<file path="src/signed_int_to_decimal_ascii_defines.svh">
// ----------------------------------------------------------------------------
// signed_int_to_decimal_ascii assertion macros
// shared assertion forms for the decimal text converter
// ----------------------------------------------------------------------------
`ifndef SIGNED_INT_TO_DECIMAL_ASCII_DEFINES_SVH
`define SIGNED_INT_TO_DECIMAL_ASCII_DEFINES_SVH

// same-cycle implication
`define SID_ASSERT_NOW(label, clk, rst, ante, cons, msg) \
   label: assert property (@(posedge clk) disable iff (rst) (ante) |-> (cons)) \
      else $error(msg);

// next-cycle implication
`define SID_ASSERT_NEXT(label, clk, rst, ante, cons, msg) \
   label: assert property (@(posedge clk) disable iff (rst) (ante) |=> (cons)) \
      else $error(msg);

`endif

</file>
<file path="src/sid_pkg.sv">
// ----------------------------------------------------------------------------
// sid_pkg
// constants, types and the double-dabble step for the decimal text converter
// ----------------------------------------------------------------------------
package sid_pkg;

   localparam int ValueWidth     = 32;
   localparam int DigitCount     = 10;
   localparam int DigitWidth     = 4;
   localparam int BcdWidth       = DigitCount * DigitWidth;
   localparam int DabbleStages   = 4;
   localparam int StepsPerStage  = ValueWidth / DabbleStages;
   localparam int IndexWidth     = $clog2(DigitCount);

   localparam logic [7:0] CharZero  = 8'd48;
   localparam logic [7:0] CharMinus = 8'd45;

   typedef struct packed {
      logic                  neg;
      logic [BcdWidth-1:0]   bcd;
      logic [ValueWidth-1:0] bin;
   } dabble_type;

   // shift-and-add-3 over one slice of the magnitude
   function automatic dabble_type dabble_slice(input dabble_type cur);
      dabble_type res;
      logic [DigitWidth-1:0] dig;
      res = cur;
      for (int s = 0; s < StepsPerStage; s++) begin
         for (int d = 0; d < DigitCount; d++) begin
            dig = res.bcd[d*DigitWidth +: DigitWidth];
            if (dig >= 4'd5) begin
               res.bcd[d*DigitWidth +: DigitWidth] = dig + 4'd3;
            end
         end
         {res.bcd, res.bin} = {res.bcd[BcdWidth-2:0], res.bin, 1'b0};
      end
      return res;
   endfunction

endpackage

</file>
<file path="src/signed_int_to_decimal_ascii.sv">
// ----------------------------------------------------------------------------
// signed_int_to_decimal_ascii
// signed 32-bit integer to decimal ascii text, one character per item
// ----------------------------------------------------------------------------
// Each value taken on req_ becomes a run of 1 to 11 characters on rsp_, a
// minus sign first for negative values, then the digits most significant
// first with leading zeros dropped; rsp_tlast marks the final character.
// A value passes an input register and four shift-and-add-3 stages before
// reaching the character serializer, which sends one character per cycle
// while rsp_tready allows it; a value gives 1 to 11 characters (e.g. 11 for
// -2147483648). The pipeline keeps accepting values while the serializer is
// busy until its stages fill.
// ----------------------------------------------------------------------------
`include "signed_int_to_decimal_ascii_defines.svh"

module signed_int_to_decimal_ascii (
   input  logic        clock,
   input  logic        reset,
   input  logic        req_tvalid,
   output logic        req_tready,
   input  logic signed [31:0] req_tdata,   // value
   output logic        rsp_tvalid,
   input  logic        rsp_tready,
   output logic [7:0]  rsp_tdata,          // character
   output logic        rsp_tlast           // last
);
   import sid_pkg::*;

   localparam int LastStage = DabbleStages;

   logic [LastStage:0] pipe_valid_ff;
   logic [LastStage:0] pipe_ready;
   dabble_type         pipe_ff [0:LastStage];
   dabble_type         entry_in;

   logic                  busy_ff;
   logic                  sign_pend_ff;
   logic [BcdWidth-1:0]   digits_ff;
   logic [IndexWidth-1:0] idx_ff;
   logic [IndexWidth-1:0] top_in;

   logic       out_valid_ff;
   logic [7:0] out_char_ff;
   logic       out_last_ff;

   logic out_free;
   logic ser_ready;
   logic ser_load;
   logic ser_emit;

   assign out_free  = !out_valid_ff || rsp_tready;
   assign ser_emit  = busy_ff && out_free;
   assign ser_ready = !busy_ff || (ser_emit && !sign_pend_ff && idx_ff == '0);
   assign ser_load  = pipe_valid_ff[LastStage] && ser_ready;

   always_comb begin
      pipe_ready[LastStage] = !pipe_valid_ff[LastStage] || ser_ready;
      for (int k = 0; k < LastStage; k++) begin
         pipe_ready[k] = !pipe_valid_ff[k] || pipe_ready[k+1];
      end
   end

   assign req_tready = pipe_ready[0];

   // sign and two's complement magnitude
   always_comb begin
      entry_in.neg = req_tdata[ValueWidth-1];
      entry_in.bcd = '0;
      entry_in.bin = req_tdata[ValueWidth-1] ?
                     (ValueWidth'(0) - ValueWidth'(unsigned'(req_tdata))) :
                     ValueWidth'(unsigned'(req_tdata));
   end

   always_ff @(posedge clock) begin
      if (reset) begin
         pipe_valid_ff <= '0;
      end else begin
         if (pipe_ready[0]) begin
            pipe_valid_ff[0] <= req_tvalid;
         end
         for (int k = 1; k <= LastStage; k++) begin
            if (pipe_ready[k]) begin
               pipe_valid_ff[k] <= pipe_valid_ff[k-1];
            end
         end
      end
   end

   always_ff @(posedge clock) begin
      if (req_tvalid && pipe_ready[0]) begin
         pipe_ff[0] <= entry_in;
      end
      for (int k = 1; k <= LastStage; k++) begin
         if (pipe_ready[k] && pipe_valid_ff[k-1]) begin
            pipe_ff[k] <= dabble_slice(pipe_ff[k-1]);
         end
      end
   end

   // highest non-zero digit, zero gives one digit
   always_comb begin
      top_in = '0;
      for (int d = 1; d < DigitCount; d++) begin
         if (pipe_ff[LastStage].bcd[d*DigitWidth +: DigitWidth] != '0) begin
            top_in = IndexWidth'(d);
         end
      end
   end

   always_ff @(posedge clock) begin
      if (reset) begin
         busy_ff      <= 1'b0;
         sign_pend_ff <= 1'b0;
         out_valid_ff <= 1'b0;
      end else begin
         if (ser_load) begin
            busy_ff      <= 1'b1;
            sign_pend_ff <= pipe_ff[LastStage].neg;
         end else if (ser_emit) begin
            if (sign_pend_ff) begin
               sign_pend_ff <= 1'b0;
            end else if (idx_ff == '0) begin
               busy_ff <= 1'b0;
            end
         end
         if (out_free) begin
            out_valid_ff <= busy_ff;
         end
      end
   end

   always_ff @(posedge clock) begin
      if (ser_load) begin
         digits_ff <= pipe_ff[LastStage].bcd;
         idx_ff    <= top_in;
      end else if (ser_emit && !sign_pend_ff && idx_ff != '0) begin
         idx_ff <= idx_ff - 1'b1;
      end
      if (ser_emit) begin
         if (sign_pend_ff) begin
            out_char_ff <= CharMinus;
            out_last_ff <= 1'b0;
         end else begin
            out_char_ff <= CharZero + 8'(digits_ff[idx_ff*DigitWidth +: DigitWidth]);
            out_last_ff <= (idx_ff == '0);
         end
      end
   end

   assign rsp_tvalid = out_valid_ff;
   assign rsp_tdata  = out_char_ff;
   assign rsp_tlast  = out_last_ff;

   `SID_ASSERT_NOW(a_minus_not_last, clock, reset,
      out_valid_ff && out_char_ff == CharMinus, !out_last_ff,
      "minus sign flagged as last character")
   `SID_ASSERT_NOW(a_char_range, clock, reset, out_valid_ff,
      out_char_ff == CharMinus || (out_char_ff >= CharZero && out_char_ff <= CharZero + 8'd9),
      "character is neither minus nor digit")
   `SID_ASSERT_NOW(a_index_range, clock, reset, busy_ff,
      idx_ff < IndexWidth'(DigitCount), "digit index beyond digit store")
   `SID_ASSERT_NEXT(a_sign_once, clock, reset, busy_ff && sign_pend_ff && out_free,
      !sign_pend_ff, "minus sign sent more than once")

endmodule
</file>
<file path="config.mk">
export PLATFORM = sky130hd
export DESIGN_NAME = signed_int_to_decimal_ascii
export DESIGN_NICKNAME = d
export VERILOG_FILES = /design/src/sid_pkg.sv /design/src/signed_int_to_decimal_ascii.sv
export VERILOG_INCLUDE_DIRS = /design/src /design/src/src
export SDC_FILE = /design/constraint.sdc
export NUM_CORES = 1
export LEC_CHECK = 0
export CORE_ASPECT_RATIO = 0.7
export CORE_MARGIN = 4
export CORE_UTILIZATION = 39
export CTS_CLUSTER_DIAMETER = 30
export DETAILED_ROUTE_END_ITERATION = 7
export DONT_BUFFER_PORTS = 1
export SETUP_SLACK_MARGIN = 0.5
export SKIP_CTS_REPAIR_TIMING = 1
export SYNTH_ARGS = -nofsm -noshare
export SYNTH_HDL_FRONTEND = slang
export SYNTH_SLANG_ARGS = --single-unit
</file>
<file path="constraint.sdc">
create_clock -name clock -period 17.7 [get_ports clock]
set_input_delay 1.77 -clock clock [delete_from_list [all_inputs] [get_ports clock]]
set_output_delay 1.77 -clock clock [all_outputs]
set_load 0.05 [all_outputs]
</file>
## Word level (Yosys, flattened, before mapping)

Memory sizes are Yosys's and may differ from the RTL's.
Cells that the tools add are included.

- Add/sub/neg operators: 323
- Shift-type cells: 1
- Eq/ne operators: 1
- Multiplexer cells: 668
- Reduce and logical (&&, ||, !) cells: 40
- $lt $le $gt $ge: 320

Operator list:

| operator | number |
|---|---|
| 4-bit two-way mux | 586 |
| 4-bit by 3-bit greater-or-equal comparator with 1-bit output (second input constant) | 320 |
| 4-bit by 2-bit adder with 4-bit output (second input constant) | 288 |
| 3-bit two-way mux | 64 |
| 3-bit by 2-bit adder with 3-bit output (second input constant) | 32 |
| 4-bit nonzero test | 10 |
| 40-bit by 7-bit indexed part select with 4-bit output | 1 |
| 32-bit two-way mux | 1 |
| 1-bit by 32-bit subtractor with 32-bit output (first input constant) | 1 |
| 1-bit two-way mux | 17 |
| 1-bit logical AND | 10 |
| 1-bit zero test | 8 |
| 6-bit by 4-bit adder with 7-bit output (first input constant) | 1 |
| 1-bit logical OR | 7 |
| 2-bit nonzero test | 3 |
| 4-bit zero test | 1 |
| 4-bit by 1-bit subtractor with 4-bit output (second input constant) | 1 |
| 3-bit AND reduction | 1 |
| 2-bit by 1-bit != test with 1-bit output (second input constant) | 1 |

- Bits in writable memories: 365
- Register bits: 61
- Memories kept: 1
- Bits of input ports: 36
- Output and inout port bits: 11
- Word-level logic and storage cells: 1366

Memories:

| name | words | bits a word | rd ports | clocked after Yosys merged registers in | write ports | RTL line | RTL |
|---|---|---|---|---|---|---|---|
| pipe_ff | 5 | 73 | 5 | 0 | 5 | signed_int_to_decimal_ascii.sv:33 | `dabble_type pipe_ff [0:LastStage];` |

## Depth between registers and ports, before layout

Gate-level depths: netlist of the first run.

- Depth in word-level cells: 33
- Mapped depth: 37
- Depth with buffers taken out: 36

## Worst setup path before layout of the first run

Ideal clock, no wire load.

- Kind: register to register
- From: mem pipe_ff[0][109] in the netlist's numbering
- To: mem pipe_ff[0][194] in the netlist's numbering (data pin)
- Period minus slack after synthesis: 6.441 ns
- Data required time: 17.438 ns
- Arrival time: 6.179 ns
- Path slack: 11.259 ns
- Path buffers: 1
- Library setup time: 0.262 ns
- Stages on the path, launching flop included: 34
- Cell sequence: edfxtp_1 > inv_1 > ha_1 > nand2b_1 > nor3b_1 > nor2_1 > nand2_1 > ha_1 > a21oi_1 > or3_1 > and2_1 > clkbuf_1 > ha_1 > inv_1 > a31o_2 > nand2_1 > mux2_2 > inv_1 > ha_1 > o21ai_0 > a21o_1 > and2_1 > ha_1 > or3_1 > a221o_1 > nand2_1 > xnor2_2 > ha_1 > nor2_1 > o21a_1 > nor2_1 > a211oi_1 > o21bai_1 > xor2_1

RTL lines:

| item | RTL line |
|---|---|
| start: declaration | signed_int_to_decimal_ascii.sv:33 |

==> results of run 1 <==
synth_stat cells (all sizes together), types with 28 or more instances:
| cell | n |
|---|---|
| and2 | 53 |
| a31oi | 41 |
| nor2b | 41 |
| clkbuf | 55 |
| edfxtp | 237 |
| a211oi | 71 |
| o22ai | 45 |
| o21ai | 257 |
| o211ai | 63 |
| ha | 148 |
| a21boi | 34 |
| nand2b | 67 |
| nor2 | 270 |
| nor3 | 74 |
| nand3 | 83 |
| nand2 | 299 |
| inv | 211 |
| buf | 28 |
| xnor2 | 118 |
| o21a | 39 |
| a21o | 52 |
| mux2 | 70 |
| xor2 | 30 |
| or2 | 54 |
| mux2i | 93 |
| or3 | 41 |
| a21oi | 255 |
worst paths after layout:
path | from | endpoint | slack, ps | cells past startpoint
setup / recovery | pipe_ff[0][190] | pipe_ff[0][278] | 10560 | 32
hold / removal | pipe_ff[0][9] | pipe_ff[0][90] | 410 | 0
setup reg to reg | pipe_ff[0][190] | pipe_ff[0][278] | 10560 | 32
hold reg to reg | pipe_ff[0][9] | pipe_ff[0][90] | 410 | 0
placed cells by master (no fill, tap or decap), drive strengths merged, types with 34 or more instances in the layout:
cell type,instances
o21a,39
mux2i,93
o21ai,257
nor3,74
or3,41
nor2b,41
inv,221
nand3,83
a31oi,41
a21o,52
a21oi,255
and2,53
o22ai,45
xnor2,118
nor2,270
a211oi,71
mux2,70
clkbuf,57
a21boi,34
nand2,299
ha,148
or2,54
o211ai,63
nand2b,67
edfxtp,237
stage by stage:
step                instances  setup slack (ps)  area [um2]
CTS                      4217             10500       30200
global route             4217              9840       30200
detailed placement       4119             10550       28500
global placement         4119             10740       28500
floorplan                3279             11260       27600
finish                   4217             10560       30200
per-layer routing:
metal / part of all wire (%) / global-route usage, %
met5: 0 / 0
met1: 56 / 22.9
met4: 1.6 / 3.13
met3: 3.9 / 2.08
met2: 39 / 20.5
flip-flops by register name, indices dropped and copies added (netlist names):
register       flops
busy_ff            1
idx_ff             4
pipe_ff          187
sign_pend_ff       1
rsp_tdata          5
rsp_tvalid         1
rsp_tlast          1
digits_ff         40
pipe_valid_ff      5
layout make-up:
type                    instances  share of cell area [%]
well taps                     913                    3.78
clock inverters                41                    1.31
clock buffers                  57                    4.44
multi-input cells            2736                    63.5
repair buffers                 10                   0.248
inverters                     215                    2.67
flip-flops and latches        245                    24.1
cells by family after synthesis:
group                      count (synthesis)  synth area share (%)
AOI/OAI and AO/OA                       1161                  29.9
muxes                                    173                  7.23
DFF                                      245                  26.4
buffers and inverters                    298                  4.31
other                                      2                0.0272
and+or+nand+nor                         1099                  19.9
adders and majority gates                151                  6.82
xor gates and xnor gates                 149                  5.39
==> flow_summary.yaml, run 1 <==
timing:
  hold_violations: 0
  finalCriticalPeriod_ps: 7140
  holdWs_ps: 414
  min_period_over_period_pct: 40.3
  max_freq_mhz: 140
  slew_headroom_pct: 22.4
  slew_violations: 0
  tightest_slew_ps: 1130
  setup_violations: 0
  rsz0062_at_grt: "false"
  final.setup.tns_ps: 0
  skew_ps: 15.1
logic_synthesis:
  syn_avg_cell_area_um2: 8.42
  ys.flop_type: "edfxtp_1"
  synth_largest_area_cell: "edfxtp_1"
  synth-edff-count: 237
  async_flop_share_pct: 0
  synthCells: 3278
  ys_warn_count: 0
  synth_top_cell_area_share_pct: 25.8
  synth_area_um2: 27600
  ys_types: 145
  ys_ff_latch: 245
  ys_seq_area_share_pct: 26.4
  synthTopCellsByArea: "edfxtp_1, ha_1, a21oi_1"
route:
  drt_first_pass_iters: 5
  drc_errors: 0
  via_count: 23500
  postRouteAntennaNets: 0
  drt-total-wl_um: 55600
  drt_iter0_drc: 1479
  vias_per_cell: 5.58
  avgRoutedWirePerCell_um: 13.2
layout:
  area_delta_synth_final_pct: 9.55
  fin_util_pct: 43.2
  seq_area_um2: 7280
  n_antenna_cell: 0
  drive_gt1_share_pct: 11.9
  fillers: 6874
  fin_nets: 3445
  multiInputGateArea_um2: 19200
floorplan:
  placementRows: 81
  die_w_um: 326
  dieArea_um2: 75200
  io_pins: 47
  core_area_um2: 69900
  die_y_um: 231
  start_util_pct: 39.5
global_routing:
  grt_overflow: 0
  grt_first_pass_wirelength_um: 97400
  first_global_vias: 20900
  antenna_found_initial: 0
  track_usage_pct: 14.4
  grt_max_degree: 45
clocking:
  clock_latency_ps: 570
  clkTransAtPathRegs_ps: 50
  cts_buffers: 53
  clk_path_buf_depth: 3
  cts_max_level: 2
  cts_num_sinks: 245
  cts_tree: "yes"
  root_buffer: "clkbuf_16"
placement:
  hpwl_um: 42000
  place_congestion: 0.814
  port_buffers: 0
hold_path:
  hold_class: "flop to flop"
worst_setup_path:
  end_kind: "flop"
  cp_data_arrival_time_ps: 7450
  cp-start-kind: "flop"
  crit_type: "flop to flop"
  crit_required_ps: 18010
  crit_family: "compound AO/OA/AOI/OAI gates"
  cp_max_fo: 6
  worst_path_max_delay_cell: "edfxtp_1"
  crit_top_cell: "ha_1"
  cpPeakStageDelay_ps: 430
  crit_buf_inv: 3
flow_run:
  cap_viol_max_count: 0
outcome:
  status: "complete, no violations"
Power of run 1 is left out: the tool's default activity adds up to more than one toggle a clock period on the data nets, which glitch-free logic cannot reach.
==> run 2, diff against run 1 <==
==> constraint.sdc (replaced) <==
create_clock -name clock -period 7 [get_ports clock]
set_input_delay 0.7 -clock clock [delete_from_list [all_inputs] [get_ports clock]]
set_output_delay 0.7 -clock clock [all_outputs]
set_load 0.05 [all_outputs]
==> run 2 against run 1 <==
First-iteration DRC count rose by 3.3%. Final area rose by 9.1%. Global-route usage fell by 0.070 points. Clock-buffer cell count fell by 2. Setup slack got worse by 9800 ps. Critical path type unchanged. Critical endpoint is now pipe_ff[0][268].
==> flow_summary.yaml, run 2 (synthesis gave the netlist of run 1 again) <==
timing:
  hold_violations: 0
  setup_violations: 0
  slew_headroom_pct: 26.9
  finalCriticalPeriod_ps: 6240
  final.setup.tns_ps: 0
  max_freq_mhz: 160
  holdWs_ps: 193
  rsz0062_at_grt: "true"
  skew_ps: 18.8
  tightest_slew_ps: 1070
  slew_violations: 0
  min_period_over_period_pct: 89.2
layout:
  final_common_cell: "nand2_1"
  reg_top3: "pipe_ff x187, digits_ff x40"
  max_flop_register: "pipe_ff"
  layout_common_cells: "nand2_1, nor2_1, edfxtp_1"
  largest_reg_flops: 187
  drive_gt1_share_pct: 23.6
  fillers: 6596
  n_antenna_cell: 0
  area_delta_synth_final_pct: 19.6
  fin_util_pct: 47.2
  fin_cells: 4387
  fin_nets: 3615
clocking:
  clkTransAtPathRegs_ps: 50
  cts_max_level: 2
  cts_buffers: 52
  clock_latency_ps: 570
  root_buffer: "clkbuf_16"
  clk_path_buf_depth: 3
  cts_num_sinks: 245
  cts_tree: "yes"
floorplan:
  io_pins: 47
  die_y_um: 231
  dieArea_um2: 75200
  die_w_um: 326
  core_area_um2: 69900
  start_util_pct: 39.5
  placementRows: 81
route:
  via_count: 24400
  drc_errors: 0
  avgRoutedWirePerCell_um: 13.6
  postRouteAntennaNets: 0
  drt_first_pass_iters: 5
  drt_iter0_drc: 1528
  drt-total-wl_um: 59500
  vias_per_cell: 5.56
global_routing:
  track_usage_pct: 14.4
  first_global_vias: 21000
  grt_max_degree: 45
  grt_first_pass_wirelength_um: 97200
  grt_overflow: 0
  antenna_found_initial: 0
placement:
  hpwl_um: 42100
  place_inst: 4160
  place_congestion: 0.828
  port_buffers: 0
worst_setup_path:
  r2r_slack_ps: 760
  cp_data_arrival_time_ps: 6540
  cp-start-kind: "flop"
  cpPeakStageDelay_ps: 450
  worst_path_max_delay_cell: "mux2i_1"
  end_kind: "flop"
  crit_required_ps: 7300
  crit_top_cell: "ha_1"
  crit_type: "flop to flop"
  cp_max_fo: 6
flow_run:
  cap_viol_max_count: 0
hold_path:
  hold_class: "input port to flop"
outcome:
  status: "complete, no violations"
run 2: stage by stage:
| step | area, um2 | setup slack, ps |
|---|---|---|
| final | 33000 | 757 |
| after global routing | 33000 | 361 |
| after CTS | 30600 | -7.56 |
| after detailed placement | 28800 | 20.9 |
| after global placement | 28800 | 212 |
| after floorplan | 27600 | 559 |
run 2: final cells by class:
cell class / count / area (um2) / share of cell area (%)
Multi-Input combinational cell: 2736 / 20600 / 62.6
Sequential cell: 245 / 7280 / 22.1
Clock buffer: 55 / 1330 / 4.04
Tap cell: 913 / 1140 / 3.46
Clock inverter: 42 / 424 / 1.29
Timing Repair Buffer: 181 / 1360 / 4.13
Inverter: 215 / 810 / 2.45
run 2: routing by layer:
| metal | track usage, % | up-vias | routed length, um |
|---|---|---|---|
| li1 | - | 12700 | - |
| met1 | 22.8 | 11200 | 32400 |
| met2 | 20.2 | 350 | 24100 |
| met3 | 2.27 | 49 | 2270 |
| met4 | 2.87 | 0 | 739 |
| met5 | 0 | - | 0 |
run 2: worst max-delay path: cells and delay by family (launching register included):
kind            cells  cell delay [ps]
buf+inv             4              450
compound gates     10             1990
mux                 1              450
flops               1              370
fa+ha+maj           4              750
simple gates        9             1950
run 2: path summary, 6_finish.rpt:
path	start	to	cells past startpoint
hold reg to reg	pipe_ff[0][12]	pipe_ff[0][93]	0
setup / recovery	pipe_ff[0][190]	pipe_ff[0][268]	28
hold / removal	reset	pipe_valid_ff[2]	1
setup reg to reg	pipe_ff[0][190]	pipe_ff[0][268]	28
Power of run 2 is left out for the same reason.
==> run 3, diff against run 2 <==
--- a/config.mk
+++ b/config.mk
@@ -12,6 +12,7 @@
 export CTS_CLUSTER_DIAMETER = 30
 export DETAILED_ROUTE_END_ITERATION = 7
 export DONT_BUFFER_PORTS = 1
+export RECOVER_POWER = 50
 export SETUP_SLACK_MARGIN = 0.5
 export SKIP_CTS_REPAIR_TIMING = 1
 export SYNTH_ARGS = -nofsm -noshare
==> run 3 against run 2 <==
The run now ends with capacitance limit, slew limit left. Maximum frequency down 0.18%. Non-clock buffer count is the same. Routed wire length down 0.14%. Via count about the same. Clock skew about the same. Sequential cell count stayed put.
==> flow_summary.yaml, run 3 (synthesis gave the netlist of run 1 again) <==
layout:
  design_area_um2: 33000
  max_flop_register: "pipe_ff"
  reg_top3: "pipe_ff x187, digits_ff x40"
  fin_nets: 3615
  fin_util_pct: 47.2
  area_delta_synth_final_pct: 19.5
  final_common_cell: "nand2_1"
  largest_reg_flops: 187
  drive_gt1_share_pct: 23.5
  fillers: 6600
  n_antenna_cell: 0
  layout_common_cells: "nand2_1, nor2_1, edfxtp_1"
hold_path:
  hold_depth: 1
  hold_class: "input port to flop"
global_routing:
  grt_first_pass_wirelength_um: 97200
  grt_overflow: 0
  track_usage_pct: 14.4
  grt_max_degree: 45
  antenna_found_initial: 0
  first_global_vias: 21000
flow_run:
  cap_viol_max_count: 3
timing:
  final.setup.tns_ps: 0
  skew_ps: 18.4
  rsz0062_at_grt: "true"
  max_freq_mhz: 160
  slew_violations: 128
  tightest_slew_ps: 2530
  finalCriticalPeriod_ps: 6250
  setup_violations: 0
  min_period_over_period_pct: 89.3
  hold_violations: 0
  slew_headroom_pct: -68.7
floorplan:
  placementRows: 81
  start_util_pct: 39.5
  die_y_um: 231
  core_area_um2: 69900
  io_pins: 47
  die_w_um: 326
  dieArea_um2: 75200
worst_setup_path:
  crit_top_cell: "ha_1"
  crit_type: "flop to flop"
  crit_required_ps: 7300
  worst-path-stages: 28
  cp_max_fo: 6
  r2r_cells: 28
  crit_family: "compound AO/OA/AOI/OAI gates"
  cpPeakStageDelay_ps: 460
  crit_buf_inv: 4
  worst_path_max_delay_cell: "mux2i_1"
  cp_data_arrival_time_ps: 6550
  cp-start-kind: "flop"
  end_kind: "flop"
clocking:
  cts_tree: "yes"
  clock_latency_ps: 570
  cts_num_sinks: 245
  clk_path_buf_depth: 3
  clkTransAtPathRegs_ps: 50
  cts_buffers: 52
  root_buffer: "clkbuf_16"
  cts_max_level: 2
route:
  drt_first_pass_iters: 5
  vias_per_cell: 5.56
  drt_iter0_drc: 1580
  postRouteAntennaNets: 0
  avgRoutedWirePerCell_um: 13.5
  drc_errors: 0
  drt-total-wl_um: 59400
  via_count: 24400
placement:
  hpwl_um: 42100
  place_congestion: 0.828
  port_buffers: 0
  dpl_cell_area_um2: 28800
outcome:
  status: "finished with violations"
  violations: "capacitance limit, slew limit"
-- run 3: layout make-up --
class / count / area, um2 / area share, %
Clock inverter: 42 / 424 / 1.29
Multi-Input combinational cell: 2736 / 20600 / 62.6
Timing Repair Buffer: 181 / 1350 / 4.10
Inverter: 215 / 810 / 2.45
Sequential cell: 245 / 7280 / 22.1
Clock buffer: 55 / 1330 / 4.04
Tap cell: 913 / 1140 / 3.46
-- run 3: worst paths after layout --
| path | start | endpoint | slack [ps] |
|---|---|---|---|
| worst max-delay path | pipe_ff[0][190] | pipe_ff[0][268] | 750 |
| worst max register to register | pipe_ff[0][190] | pipe_ff[0][268] | 750 |
| worst min register to register | pipe_ff[0][12] | pipe_ff[0][93] | 410 |
| worst min-delay path | reset | pipe_valid_ff[2] | 190 |
-- run 3: metrics by stage --
| stage | cells | worst slack, ps | hold slack, ps |
|---|---|---|---|
| finish | 4387 | 746 | 192 |
| global placement | 4160 | 212 | 400 |
| floorplan | 3279 | 559 | 400 |
| global route | 4387 | 361 | 155 |
| CTS | 4257 | -7.56 | 156 |
| detailed placement | 4160 | 20.9 | 405 |
-- run 3: layer usage --
metal	vias to the layer above	GRT usage [%]	routed length (um)
met1	11200	22.8	32300
met4	0	2.87	676
met2	356	20.2	24100
met3	47	2.27	2300
met5	-	0	0
li1	12700	-	-
-- run 3: worst register-to-register path: cells and delay by family (launching register included) --
kind | cells | cell delay (ps)
fa+ha+maj | 4 | 760
compound gates | 10 | 2000
mux | 1 | 460
buf+inv | 4 | 450
flops | 1 | 380
simple gates | 9 | 1960
Power of run 3 is left out for the same reason.
